$ cat src/hdl/pl0ts_pkg.sv
// pl0ts_pkg: shared types, token and error codes, keyword table and helpers
// for the pl0 token scanner; depends on nothing
package pl0ts_pkg;

  localparam int MaxDigitsDef = 5;
  localparam int MaxIdentDef  = 11;
  localparam int WordSlots    = 16;   // longest word still counted
  localparam int LenW         = 5;    // holds 0..WordSlots
  localparam int IdentSlots   = 11;   // characters that reach the result fields
  localparam int IdxW         = $clog2(IdentSlots);
  localparam int NumW         = 17;
  localparam int KwCount      = 15;
  localparam int KwMaxLen     = 9;
  localparam int QDepth       = 4;
  localparam int QPtrW        = $clog2(QDepth);
  localparam int QCntW        = $clog2(QDepth + 1);

  // token codes
  localparam logic [5:0] TK_ERROR   = 6'd0;
  localparam logic [5:0] TK_IDENT   = 6'd2;
  localparam logic [5:0] TK_NUMBER  = 6'd3;
  localparam logic [5:0] TK_PLUS    = 6'd4;
  localparam logic [5:0] TK_MINUS   = 6'd5;
  localparam logic [5:0] TK_TIMES   = 6'd6;
  localparam logic [5:0] TK_SLASH   = 6'd7;
  localparam logic [5:0] TK_EQL     = 6'd9;
  localparam logic [5:0] TK_NEQ     = 6'd10;
  localparam logic [5:0] TK_LSS     = 6'd11;
  localparam logic [5:0] TK_LEQ     = 6'd12;
  localparam logic [5:0] TK_GTR     = 6'd13;
  localparam logic [5:0] TK_GEQ     = 6'd14;
  localparam logic [5:0] TK_LPAREN  = 6'd15;
  localparam logic [5:0] TK_RPAREN  = 6'd16;
  localparam logic [5:0] TK_COMMA   = 6'd17;
  localparam logic [5:0] TK_SEMI    = 6'd18;
  localparam logic [5:0] TK_PERIOD  = 6'd19;
  localparam logic [5:0] TK_BECOMES = 6'd20;

  // error codes
  localparam logic [2:0] ERR_NONE     = 3'd0;
  localparam logic [2:0] ERR_NUM_LONG = 3'd1;
  localparam logic [2:0] ERR_ID_LONG  = 3'd2;
  localparam logic [2:0] ERR_BAD_CHAR = 3'd3;
  localparam logic [2:0] ERR_COLON    = 3'd4;

  // characters
  localparam logic [7:0] CH_LF     = 8'h0A;
  localparam logic [7:0] CH_TAB    = 8'h09;
  localparam logic [7:0] CH_CR     = 8'h0D;
  localparam logic [7:0] CH_SPACE  = 8'h20;
  localparam logic [7:0] CH_LPAREN = 8'h28;
  localparam logic [7:0] CH_RPAREN = 8'h29;
  localparam logic [7:0] CH_STAR   = 8'h2A;
  localparam logic [7:0] CH_PLUS   = 8'h2B;
  localparam logic [7:0] CH_COMMA  = 8'h2C;
  localparam logic [7:0] CH_MINUS  = 8'h2D;
  localparam logic [7:0] CH_PERIOD = 8'h2E;
  localparam logic [7:0] CH_SLASH  = 8'h2F;
  localparam logic [7:0] CH_COLON  = 8'h3A;
  localparam logic [7:0] CH_SEMI   = 8'h3B;
  localparam logic [7:0] CH_LT     = 8'h3C;
  localparam logic [7:0] CH_EQ     = 8'h3D;
  localparam logic [7:0] CH_GT     = 8'h3E;

  // keywords, first character in the highest used byte
  localparam logic [8*KwMaxLen-1:0] KW_TEXT [KwCount] = '{
    "nul", "odd", "begin", "end", "if", "then", "while", "do",
    "call", "const", "var", "procedure", "write", "read", "else"};
  localparam logic [3:0] KW_LEN [KwCount] = '{
    4'd3, 4'd3, 4'd5, 4'd3, 4'd2, 4'd4, 4'd5, 4'd2,
    4'd4, 4'd5, 4'd3, 4'd9, 4'd5, 4'd4, 4'd4};
  localparam logic [5:0] KW_CODE [KwCount] = '{
    6'd1, 6'd8, 6'd21, 6'd22, 6'd23, 6'd24, 6'd25, 6'd26,
    6'd27, 6'd28, 6'd29, 6'd30, 6'd31, 6'd32, 6'd33};

  typedef struct packed {
    logic [5:0]  token_kind;
    logic [2:0]  error_code;
    logic [16:0] number_value;
    logic [63:0] ident_chars_low;
    logic [23:0] ident_chars_high;
    logic [3:0]  ident_length;
    logic        last_of_run;
  } out_item_t;

  typedef struct packed {
    logic [1:0] n;
    out_item_t  item0;
    out_item_t  item1;
  } q_push_t;

  typedef struct packed {
    logic not_empty;
    logic room_for_two;
  } q_stat_t;

  typedef enum logic [4:0] {
    PEND_NONE  = 5'b00001,
    PEND_LT    = 5'b00010,
    PEND_GT    = 5'b00100,
    PEND_COLON = 5'b01000,
    PEND_SLASH = 5'b10000
  } pend_t;

  typedef enum logic [3:0] {
    CM_CODE  = 4'b0001,
    CM_LINE  = 4'b0010,
    CM_BLOCK = 4'b0100,
    CM_STAR  = 4'b1000
  } cmode_t;

  function automatic out_item_t simple_item(logic [5:0] kind, logic [2:0] err);
    out_item_t it;
    it            = '0;
    it.token_kind = kind;
    it.error_code = err;
    return it;
  endfunction

  // single-character operators, zero for anything else
  function automatic logic [5:0] single_op(logic [7:0] c);
    logic [5:0] k;
    case (c)
      CH_PLUS:   k = TK_PLUS;
      CH_MINUS:  k = TK_MINUS;
      CH_STAR:   k = TK_TIMES;
      CH_EQ:     k = TK_EQL;
      CH_LPAREN: k = TK_LPAREN;
      CH_RPAREN: k = TK_RPAREN;
      CH_COMMA:  k = TK_COMMA;
      CH_SEMI:   k = TK_SEMI;
      CH_PERIOD: k = TK_PERIOD;
      default:   k = TK_ERROR;
    endcase
    return k;
  endfunction

endpackage

$ cat src/hdl/pl0ts_if.sv
// pl0ts_if: valid/ready channel interfaces of the pl0 token scanner
// character items in, token items out; no dependencies
interface pl0ts_in_if;
  logic       valid;
  logic       ready;
  logic [7:0] ch;
  logic       end_of_text;

  modport source (output valid, output ch, output end_of_text, input ready);
  modport sink (input valid, input ch, input end_of_text, output ready);
endinterface

interface pl0ts_out_if;
  logic        valid;
  logic        ready;
  logic [5:0]  token_kind;
  logic [2:0]  error_code;
  logic [16:0] number_value;
  logic [63:0] ident_chars_low;
  logic [23:0] ident_chars_high;
  logic [3:0]  ident_length;
  logic        last_of_run;

  modport source (output valid, output token_kind, output error_code, output number_value,
                  output ident_chars_low, output ident_chars_high, output ident_length,
                  output last_of_run, input ready);
  modport sink (input valid, input token_kind, input error_code, input number_value,
                input ident_chars_low, input ident_chars_high, input ident_length,
                input last_of_run, output ready);
endinterface

$ cat src/hdl/pl0_token_scanner_top.sv
// pl0_token_scanner_top: pl0 lexical scanner, one character item in, token items out
// uses pl0ts_pkg, pl0ts_if, pl0ts_word_class and pl0ts_out_queue
//
// usage
//   in_ch takes one ascii character per item plus an end_of_text flag on the
//   last character of a text; out_res gives token items (code 1..33, or 0 with
//   an error code), at most two per character, last_of_run marking the final
//   one caused by a character
//   a character is scanned in the cycle it is accepted: word state, pending
//   operator and comment state update at that edge and its token items enter a
//   four-entry result queue, whose registered head slot drives out_res
//   throughput is one character per cycle; in_ch.ready drops only while the
//   queue has fewer than two free entries, which happens when out_res is held
//   or when several characters in a row each give two items
//   a stalled receiver sees its item held steady until taken, and input backs up as above
//   rst_n (synchronous, active low) empties the queue, clears the word, drops
//   any pending operator and leaves comment mode; no clearing pass is needed
//   end_of_text flushes the open word and pending operator, drops an open
//   comment and returns the scanner to its reset state for the next text
module pl0_token_scanner_top #(
  parameter int MAX_DIGITS      = pl0ts_pkg::MaxDigitsDef,
  parameter int MAX_IDENT_CHARS = pl0ts_pkg::MaxIdentDef
) (
  input logic         clk,
  input logic         rst_n,
  pl0ts_in_if.sink    in_ch,
  pl0ts_out_if.source out_res
);
  import pl0ts_pkg::*;

  localparam int AccW = $clog2(10 ** MAX_DIGITS);

  // word state
  logic [IdentSlots-1:0][7:0] word_bytes_r, word_bytes_nxt;
  logic [LenW-1:0]            word_len_r, word_len_nxt;
  logic                       all_digits_r, all_digits_nxt;
  logic                       overflow_r, overflow_nxt;
  logic [AccW-1:0]            accum_r, accum_nxt;
  pend_t                      pend_r, pend_nxt;
  cmode_t                     cmode_r, cmode_nxt;

  // word after this character is appended, before any flush
  logic [IdentSlots-1:0][7:0] bytes_app;
  logic [LenW-1:0]            len_app;
  logic                       digits_app;
  logic                       ovf_app;
  logic [AccW-1:0]            accum_app;

  logic       accept;
  logic [7:0] c;
  logic       last;
  logic       is_digit, is_alpha, is_space;
  logic       scanning, consumed, rest, word_char, flush_scan, other;
  logic [5:0] op_code;
  pend_t      pend_scan;
  cmode_t     cm_scan;

  // candidate items in model order: pending operator, word, character, end flush
  out_item_t  a_item, w_item, c_item, e_item;
  logic       a_valid, w_valid, c_valid, e_valid;
  out_item_t  res0, res1;
  logic [1:0] n_res;

  q_push_t    push;
  q_stat_t    stat;
  out_item_t  head;

  assign accept = in_ch.valid && in_ch.ready;
  assign c      = in_ch.ch;
  assign last   = in_ch.end_of_text;

  assign is_digit = (c >= 8'h30) && (c <= 8'h39);
  assign is_alpha = ((c >= 8'h41) && (c <= 8'h5A)) || ((c >= 8'h61) && (c <= 8'h7A));
  assign is_space = (c == CH_SPACE) || ((c >= CH_TAB) && (c <= CH_CR));
  assign scanning = (cmode_r == CM_CODE);

  // pending two-character operator and comment tracking
  always_comb begin
    consumed = 1'b0;
    a_valid  = 1'b0;
    a_item   = simple_item(TK_ERROR, ERR_NONE);
    cm_scan  = cmode_r;
    if (scanning) begin
      case (pend_r)
        PEND_SLASH: begin
          if (c == CH_SLASH) begin
            consumed = 1'b1;
            cm_scan  = CM_LINE;
          end else if (c == CH_STAR) begin
            consumed = 1'b1;
            cm_scan  = CM_BLOCK;
          end else begin
            a_valid = 1'b1;
            a_item  = simple_item(TK_SLASH, ERR_NONE);
          end
        end
        PEND_LT: begin
          a_valid = 1'b1;
          if (c == CH_EQ) begin
            consumed = 1'b1;
            a_item   = simple_item(TK_LEQ, ERR_NONE);
          end else if (c == CH_GT) begin
            consumed = 1'b1;
            a_item   = simple_item(TK_NEQ, ERR_NONE);
          end else begin
            a_item = simple_item(TK_LSS, ERR_NONE);
          end
        end
        PEND_GT: begin
          a_valid = 1'b1;
          if (c == CH_EQ) begin
            consumed = 1'b1;
            a_item   = simple_item(TK_GEQ, ERR_NONE);
          end else begin
            a_item = simple_item(TK_GTR, ERR_NONE);
          end
        end
        PEND_COLON: begin
          a_valid = 1'b1;
          if (c == CH_EQ) begin
            consumed = 1'b1;
            a_item   = simple_item(TK_BECOMES, ERR_NONE);
          end else begin
            a_item = simple_item(TK_ERROR, ERR_COLON);
          end
        end
        default: ;
      endcase
    end else begin
      case (cmode_r)
        CM_LINE: begin
          if (c == CH_LF) cm_scan = CM_CODE;
        end
        CM_BLOCK: begin
          if (c == CH_STAR) cm_scan = CM_STAR;
        end
        CM_STAR: begin
          if (c == CH_SLASH) cm_scan = CM_CODE;
          else if (c != CH_STAR) cm_scan = CM_BLOCK;
        end
        default: ;
      endcase
    end
  end

  // what the character itself does once any pending operator is settled
  assign rest       = scanning && !consumed;
  assign word_char  = rest && (is_digit || is_alpha);
  assign flush_scan = rest && !word_char && (word_len_r != '0);
  assign other      = rest && !word_char && !is_space;
  assign op_code    = single_op(c);

  always_comb begin
    c_valid   = 1'b0;
    c_item    = simple_item(TK_ERROR, ERR_NONE);
    pend_scan = scanning ? PEND_NONE : pend_r;
    if (other) begin
      if (op_code != TK_ERROR) begin
        c_valid = 1'b1;
        c_item  = simple_item(op_code, ERR_NONE);
      end else if (c == CH_LT) begin
        pend_scan = PEND_LT;
      end else if (c == CH_GT) begin
        pend_scan = PEND_GT;
      end else if (c == CH_COLON) begin
        pend_scan = PEND_COLON;
      end else if (c == CH_SLASH) begin
        pend_scan = PEND_SLASH;
      end else begin
        c_valid = 1'b1;
        c_item  = simple_item(TK_ERROR, ERR_BAD_CHAR);
      end
    end
  end

  // append a letter or digit; the value builds only while the word is all digits
  always_comb begin
    bytes_app  = word_bytes_r;
    len_app    = word_len_r;
    digits_app = all_digits_r;
    ovf_app    = overflow_r;
    accum_app  = accum_r;
    if (word_char) begin
      if (word_len_r < LenW'(WordSlots)) begin
        if (word_len_r < LenW'(IdentSlots)) bytes_app[word_len_r[IdxW-1:0]] = c;
        if (is_digit && all_digits_r && (int'(word_len_r) < MAX_DIGITS)) begin
          accum_app = AccW'({accum_r, 3'b000}) + AccW'({accum_r, 1'b0}) + AccW'(c[3:0]);
        end
        len_app = word_len_r + LenW'(1);
      end else begin
        ovf_app = 1'b1;
      end
      if (is_alpha) digits_app = 1'b0;
    end
  end

  pl0ts_word_class #(
    .MAX_DIGITS     (MAX_DIGITS),
    .MAX_IDENT_CHARS(MAX_IDENT_CHARS)
  ) u_word_class (
    .word_bytes(bytes_app),
    .word_len  (len_app),
    .all_digits(digits_app),
    .overflow  (ovf_app),
    .accum     (accum_app),
    .item      (w_item)
  );

  // the word ends on a separator or at end of text
  assign w_valid = flush_scan || (last && (len_app != '0));
  assign e_valid = last && (pend_scan != PEND_NONE);

  always_comb begin
    case (pend_scan)
      PEND_SLASH: e_item = simple_item(TK_SLASH, ERR_NONE);
      PEND_LT:    e_item = simple_item(TK_LSS, ERR_NONE);
      PEND_GT:    e_item = simple_item(TK_GTR, ERR_NONE);
      PEND_COLON: e_item = simple_item(TK_ERROR, ERR_COLON);
      default:    e_item = simple_item(TK_ERROR, ERR_NONE);
    endcase
  end

  // pack the (at most two) live candidates in order
  always_comb begin
    out_item_t  cand [4];
    logic [3:0] cand_v;
    cand[0] = a_item;
    cand[1] = w_item;
    cand[2] = c_item;
    cand[3] = e_item;
    cand_v  = {e_valid, c_valid, w_valid, a_valid};
    n_res   = 2'd0;
    res0    = simple_item(TK_ERROR, ERR_NONE);
    res1    = simple_item(TK_ERROR, ERR_NONE);
    for (int i = 0; i < 4; i++) begin
      if (cand_v[i]) begin
        if (n_res == 2'd0) res0 = cand[i];
        else res1 = cand[i];
        n_res = n_res + 2'd1;
      end
    end
    res0.last_of_run = (n_res == 2'd1);
    res1.last_of_run = 1'b1;
  end

  // next state: a flushed word or end of text clears the word
  always_comb begin
    word_bytes_nxt = bytes_app;
    if (last || flush_scan) begin
      word_len_nxt   = '0;
      all_digits_nxt = 1'b1;
      overflow_nxt   = 1'b0;
      accum_nxt      = '0;
    end else begin
      word_len_nxt   = len_app;
      all_digits_nxt = digits_app;
      overflow_nxt   = ovf_app;
      accum_nxt      = accum_app;
    end
    pend_nxt  = last ? PEND_NONE : pend_scan;
    cmode_nxt = last ? CM_CODE : cm_scan;
  end

  // buffer bytes are only read below the word length, so no reset
  always_ff @(posedge clk) begin
    if (accept) word_bytes_r <= word_bytes_nxt;
  end

  always_ff @(posedge clk) begin
    if (!rst_n) begin
      word_len_r   <= '0;
      all_digits_r <= 1'b1;
      overflow_r   <= 1'b0;
      accum_r      <= '0;
      pend_r       <= PEND_NONE;
      cmode_r      <= CM_CODE;
    end else if (accept) begin
      word_len_r   <= word_len_nxt;
      all_digits_r <= all_digits_nxt;
      overflow_r   <= overflow_nxt;
      accum_r      <= accum_nxt;
      pend_r       <= pend_nxt;
      cmode_r      <= cmode_nxt;
    end
  end

  assign push.n     = accept ? n_res : 2'd0;
  assign push.item0 = res0;
  assign push.item1 = res1;

  pl0ts_out_queue u_out_queue (
    .clk  (clk),
    .rst_n(rst_n),
    .push (push),
    .pop  (out_res.valid && out_res.ready),
    .head (head),
    .stat (stat)
  );

  // room for the worst case of two items from the next character
  assign in_ch.ready = stat.room_for_two;

  assign out_res.valid            = stat.not_empty;
  assign out_res.token_kind       = head.token_kind;
  assign out_res.error_code       = head.error_code;
  assign out_res.number_value     = head.number_value;
  assign out_res.ident_chars_low  = head.ident_chars_low;
  assign out_res.ident_chars_high = head.ident_chars_high;
  assign out_res.ident_length     = head.ident_length;
  assign out_res.last_of_run      = head.last_of_run;

endmodule

$ cat src/hdl/pl0ts_word_class.sv
// pl0ts_word_class: turns a finished word into a number, keyword or identifier item
// uses pl0ts_pkg
module pl0ts_word_class #(
  parameter int MAX_DIGITS      = pl0ts_pkg::MaxDigitsDef,
  parameter int MAX_IDENT_CHARS = pl0ts_pkg::MaxIdentDef,
  localparam int AccW           = $clog2(10 ** MAX_DIGITS)
) (
  input  logic [pl0ts_pkg::IdentSlots-1:0][7:0] word_bytes,
  input  logic [pl0ts_pkg::LenW-1:0]            word_len,
  input  logic                                  all_digits,
  input  logic                                  overflow,
  input  logic [AccW-1:0]                       accum,
  output pl0ts_pkg::out_item_t                  item
);
  import pl0ts_pkg::*;

  logic       kw_hit;
  logic [5:0] kw_code;

  // parallel compare against every keyword
  always_comb begin
    logic match;
    kw_hit  = 1'b0;
    kw_code = TK_ERROR;
    for (int i = 0; i < KwCount; i++) begin
      match = (word_len == LenW'(KW_LEN[i]));
      for (int k = 0; k < KwMaxLen; k++) begin
        if (k < int'(KW_LEN[i])) begin
          if (word_bytes[k] != KW_TEXT[i][8*(int'(KW_LEN[i])-1-k) +: 8]) match = 1'b0;
        end
      end
      if (match && !kw_hit) begin
        kw_hit  = 1'b1;
        kw_code = KW_CODE[i];
      end
    end
  end

  always_comb begin
    item = simple_item(TK_ERROR, ERR_NONE);
    if (all_digits) begin
      if (overflow || int'(word_len) > MAX_DIGITS) begin
        item = simple_item(TK_ERROR, ERR_NUM_LONG);
      end else begin
        item              = simple_item(TK_NUMBER, ERR_NONE);
        item.number_value = NumW'(accum);
      end
    end else if (!overflow && kw_hit) begin
      item = simple_item(kw_code, ERR_NONE);
    end else if (overflow || int'(word_len) > MAX_IDENT_CHARS) begin
      item = simple_item(TK_ERROR, ERR_ID_LONG);
    end else begin
      item              = simple_item(TK_IDENT, ERR_NONE);
      item.ident_length = word_len[3:0];
      for (int k = 0; k < IdentSlots; k++) begin
        if (k < int'(word_len)) begin
          if (k < 8) item.ident_chars_low[8*k +: 8] = word_bytes[k];
          else item.ident_chars_high[8*(k-8) +: 8] = word_bytes[k];
        end
      end
    end
  end

endmodule

$ cat src/hdl/pl0ts_out_queue.sv
// pl0ts_out_queue: small result queue that takes up to two items per cycle
// and hands out one; uses pl0ts_pkg
module pl0ts_out_queue (
  input  logic                 clk,
  input  logic                 rst_n,
  input  pl0ts_pkg::q_push_t   push,
  input  logic                 pop,
  output pl0ts_pkg::out_item_t head,
  output pl0ts_pkg::q_stat_t   stat
);
  import pl0ts_pkg::*;

  out_item_t         slot_r [QDepth];
  logic [QPtrW-1:0]  rd_ptr_r, rd_ptr_nxt;
  logic [QPtrW-1:0]  wr_ptr_r, wr_ptr_nxt;
  logic [QCntW-1:0]  count_r, count_nxt;

  always_comb begin
    rd_ptr_nxt = rd_ptr_r + QPtrW'(pop);
    wr_ptr_nxt = wr_ptr_r + QPtrW'(push.n);
    count_nxt  = count_r + QCntW'(push.n) - QCntW'(pop);
  end

  always_ff @(posedge clk) begin
    if (push.n != 2'd0) slot_r[wr_ptr_r] <= push.item0;
    if (push.n == 2'd2) slot_r[wr_ptr_r + QPtrW'(1)] <= push.item1;
  end

  always_ff @(posedge clk) begin
    if (!rst_n) begin
      rd_ptr_r <= '0;
      wr_ptr_r <= '0;
      count_r  <= '0;
    end else begin
      rd_ptr_r <= rd_ptr_nxt;
      wr_ptr_r <= wr_ptr_nxt;
      count_r  <= count_nxt;
    end
  end

  assign head              = slot_r[rd_ptr_r];
  assign stat.not_empty    = (count_r != '0);
  assign stat.room_for_two = (count_r <= QCntW'(QDepth - 2));

endmodule

$ cat src/flat_wrapper.sv
// flat-port wrapper written by rule: the top's interface ports become plain ports
module pl0_token_scanner_top_flat import pl0ts_pkg::*;
#(
  parameter int MAX_DIGITS      = pl0ts_pkg::MaxDigitsDef,
  parameter int MAX_IDENT_CHARS = pl0ts_pkg::MaxIdentDef
)
  (clk, rst_n, in_ch_valid, in_ch_ch, in_ch_end_of_text, in_ch_ready, out_res_valid, out_res_token_kind, out_res_error_code, out_res_number_value, out_res_ident_chars_low, out_res_ident_chars_high, out_res_ident_length, out_res_last_of_run, out_res_ready);
  pl0ts_in_if in_ch_i ();
  pl0ts_out_if out_res_i ();
  input logic clk;
  input logic rst_n;
  input wire logic [$bits(in_ch_i.valid)-1:0] in_ch_valid;
  input wire logic [$bits(in_ch_i.ch)-1:0] in_ch_ch;
  input wire logic [$bits(in_ch_i.end_of_text)-1:0] in_ch_end_of_text;
  output wire logic [$bits(in_ch_i.ready)-1:0] in_ch_ready;
  output wire logic [$bits(out_res_i.valid)-1:0] out_res_valid;
  output wire logic [$bits(out_res_i.token_kind)-1:0] out_res_token_kind;
  output wire logic [$bits(out_res_i.error_code)-1:0] out_res_error_code;
  output wire logic [$bits(out_res_i.number_value)-1:0] out_res_number_value;
  output wire logic [$bits(out_res_i.ident_chars_low)-1:0] out_res_ident_chars_low;
  output wire logic [$bits(out_res_i.ident_chars_high)-1:0] out_res_ident_chars_high;
  output wire logic [$bits(out_res_i.ident_length)-1:0] out_res_ident_length;
  output wire logic [$bits(out_res_i.last_of_run)-1:0] out_res_last_of_run;
  input wire logic [$bits(out_res_i.ready)-1:0] out_res_ready;
  assign in_ch_i.valid = in_ch_valid;
  assign in_ch_i.ch = in_ch_ch;
  assign in_ch_i.end_of_text = in_ch_end_of_text;
  assign in_ch_ready = in_ch_i.ready;
  assign out_res_valid = out_res_i.valid;
  assign out_res_token_kind = out_res_i.token_kind;
  assign out_res_error_code = out_res_i.error_code;
  assign out_res_number_value = out_res_i.number_value;
  assign out_res_ident_chars_low = out_res_i.ident_chars_low;
  assign out_res_ident_chars_high = out_res_i.ident_chars_high;
  assign out_res_ident_length = out_res_i.ident_length;
  assign out_res_last_of_run = out_res_i.last_of_run;
  assign out_res_i.ready = out_res_ready;
  pl0_token_scanner_top #(.MAX_DIGITS(MAX_DIGITS), .MAX_IDENT_CHARS(MAX_IDENT_CHARS)) u_core (.clk(clk), .rst_n(rst_n), .in_ch(in_ch_i), .out_res(out_res_i));
endmodule
$ cat config.mk
export PLATFORM = sky130hd
export DESIGN_NAME = pl0_token_scanner_top_flat
export DESIGN_NICKNAME = d
export VERILOG_FILES = /design/src/hdl/pl0ts_pkg.sv /design/src/hdl/pl0ts_if.sv /design/src/hdl/pl0_token_scanner_top.sv /design/src/hdl/pl0ts_word_class.sv /design/src/hdl/pl0ts_out_queue.sv /design/src/flat_wrapper.sv
export SDC_FILE = /design/constraint.sdc
export NUM_CORES = 1
export LEC_CHECK = 0
export BUFFER_PORTS_ARGS = -buffer_cell sky130_fd_sc_hd__buf_2
export CAP_MARGIN = 20
export CORE_MARGIN = 8
export CORE_UTILIZATION = 45
export CTS_BUF_LIST = sky130_fd_sc_hd__clkbuf_16
export DETAILED_ROUTE_END_ITERATION = 10
export PLACE_DENSITY_LB_ADDON = 0.25
export SKIP_CTS_REPAIR_TIMING = 1
export SYNTH_ARGS = -nofsm -noshare
export SYNTH_HDL_FRONTEND = slang
export SYNTH_SLANG_ARGS = --single-unit
$ cat constraint.sdc
create_clock -name clk -period 11.5 [get_ports clk]
set_clock_uncertainty 0.15 [all_clocks]
set_input_delay 3.45 -clock clk [delete_from_list [all_inputs] [get_ports clk]]
set_output_delay 3.45 -clock clk [all_outputs]
set_load 0.005 [all_outputs]
==> flow_summary.ini <==
[outcome]
status = complete, no violations

[floorplanning]
start_util_pct = 45.3
core_sq_mm = 0.0683
io_pins = 134
rows = 96
die-area_sq_mm = 0.0775
die_y_um = 278
die_w_um = 278

[sta]
setup_viol = 0
max_freq_ghz = 0.102
rsz0062_at_grt = no
worstMarginPinSlew_ns = 1.09
finalCritPeriodShare_pct = 85.0
fin_hold_ws_ns = 0.343
max_slew_margin_pct = 27.2
slew_viol_final = 0
finalHoldViolCount = 0
tns_ns = 0
post-route-min-period_ns = 9.77

[clock_network]
cts.sinks = 604
cts_buffer_depth = 3
cts-htree-levels = 3
cts_made_buffers = 68
clk_latency_ns = 0.62
clkTransAtPathRegs_ns = 0.06
cts_tree = built
root_buffer = clkbuf_16

[grt]
grt.total_usage_pct = 22.0
grt_overflow = 0
grt_max_degree = 77
grt_pass1_vias = 21400
antenna_found_initial = 1
grt_pass1_wl_um = 133000

[drt]
ant_nets = 0
drc = 0
dr_total_vias = 21400
dr.pass1.iters = 6
drt_iter0_markers = 2005
viasPerCell = 5.94
drt_wl_total_um = 87000
wl_per_cell_um = 24.2

[pwr]
max-vdd-ir-drop_mv = 0.0993
p_per_area_mw_per_mm2 = 185
total_power_w = 0.00640
p_leak_nw = 11.2

[layout]
area_growth_pct = 11.9
drive_above_1_share_pct = 19.0
nets = 2718
final_cell_mix = edfxtp_1 (560), nor2_1 (530), nand2_1 (255)
fillers = 5919
mostFrequentLayoutCell = edfxtp_1

[placed_design]
dp_hpwl_um = 58900
gp_congestion = 0.979
port_buffers = 133

[synthesis]
synthFlopType = edfxtp_1
ys_ff_latch = 604
synth.avg_cell_area_sq_um = 12.1
netlist_instances = 2567
yosysSeqAreaShare_pct = 57.1
synth_area_sq_mm = 0.0310
yosysUniqueCellTypes = 105
synth_fp_nets = 2623
synth_edf_count = 560
yosys_warnings = 0
ys_async_sr_fraction_pct = 0

[job]
drv_cap = 0

[setup_path]
crit_type = in2reg
crit_fanout = 47
arrival_ns = 9.95
setup.worst_path.end_class = register
required_ns = 11.68
critPathLaunchType = input port

[worst_hold_path]
hp-class = reg2reg
-- worst paths after layout --
kind                            slack (ns)                             from                               end  depth (start not counted)
worst max-delay path                  1.73                      in_ch_ch[0]  u_core.u_out_queue.slot_r[2][37]                         21
worst min-delay path                  0.34  u_core.u_out_queue.slot_r[2][0]   u_core.u_out_queue.slot_r[2][0]                          2
worst max register to register        4.47                u_core.cmode_r[0]  u_core.u_out_queue.slot_r[1][42]                         20
worst min register to register        0.34  u_core.u_out_queue.slot_r[2][0]   u_core.u_out_queue.slot_r[2][0]                          2
-- worst max-delay path, stage by stage --
cell and delay [ns]:
buf_2 0.24, or4_4 0.58, o22ai_2 0.20, o21a_1 0.62, a211oi_4 0.15, a41oi_2 0.42
and3_1 0.62, o21ai_2 0.15, inv_2 0.10, ha_1 0.20, and2_1 0.37, nor2_2 0.13
inv_2 0.09, ha_1 0.26, o2bb2a_4 0.23, nand3b_1 0.37, o22ai_1 0.26, nand3_4 0.10
buf_4 0.52, buf_4 0.61, nor2_1 0.12
-- sequential cells by signal, summed over array words and instances (netlist names) --
name and flops:
u_core.u_out_queue.wr_ptr_r 2, u_core.word_bytes_r 88, u_core.cmode_r 4, u_core.accum_r 17, u_core.u_out_queue.count_r 3, u_core.overflow_r 1, u_core.pend_r 5, u_core.all_digits_r 1
u_core.u_out_queue.rd_ptr_r 2, u_core.u_out_queue.slot_r 476, u_core.word_len_r 5
-- cell families after synthesis --
kind of cell             count (synthesis)  share of synthesized area, %
flip-flops                             604                          57.1
multiplexers                           229                          12.4
AND/OR/NAND/NOR                       1128                          16.6
AO/OA/AOI/OAI                          315                          7.47
adder cells (fa/ha/maj)                 43                          1.81
buffers and inverters                  223                          3.81
XOR/XNOR                                25                         0.707
-- power by group --
part / internal, W / switching (W)
Combinational: 0.000603 / 0.000804
Clock: 0.00127 / 0.000888
Sequential: 0.00271 / 0.000125
-- layer usage --
layer	share of wire, %	up-vias	global-route usage, %
met4	2.7	0	7.18
met1	44	10800	30.4
li1	-	9721	-
met3	5.7	138	3.04
met5	0	-	0
met2	48	755	35.8
-- synthesized netlist by cell type (7+ instances only) --
master / number / area (sq um)
and2_1: 36 / 225
mux2_2: 49 / 552
nand2b_1: 30 / 188
nor3b_1: 8 / 60.1
xor2_1: 8 / 70.1
nor3_1: 43 / 215
clkbuf_1: 65 / 244
nand3b_1: 12 / 90.1
buf_6: 38 / 428
inv_1: 63 / 236
nand3_1: 53 / 265
nor2b_1: 38 / 238
xnor2_1: 17 / 149
dfxtp_1: 44 / 881
o211ai_1: 8 / 60.1
o22ai_1: 43 / 269
o2111ai_1: 8 / 70.1
a21oi_1: 55 / 275
nand2_1: 259 / 972
nor2_1: 530 / 1990
buf_2: 25 / 125
a21boi_0: 7 / 52.6
nand4_1: 19 / 119
edfxtp_1: 560 / 16800
buf_1: 22 / 82.6
nor4_1: 21 / 131
a31oi_1: 17 / 106
o21ai_0: 64 / 320
a22oi_1: 13 / 97.6
and3_1: 14 / 87.6
or3_1: 14 / 87.6
mux2i_1: 61 / 611
ha_1: 40 / 500
buf_4: 7 / 52.6
or2_2: 7 / 43.8
mux4_2: 119 / 2680
-- through the flow --
stage	util, %	instances	area [sq um]	worst slack (ns)
floorplan	-	2567	31000	1.13
global placement	47.4	3474	32400	1.30
detailed placement	47.4	3474	32400	1.19
CTS	50.7	3599	34600	1.82
global route	50.7	3600	34600	1.32
finish	50.7	3600	34600	1.73
-- cell type report --
type	count	area, sq um	area share, %
inverter	66	250	0.722
tap	882	1100	3.19
clock inverter	57	539	1.56
timing repair buffer	182	1150	3.31
multi-input combinational	1740	12200	35.2
sequential	604	17700	51.1
antenna	1	2.50	0.00722
clock buffer	68	1700	4.91
Power figures use the tool's default switching activity.
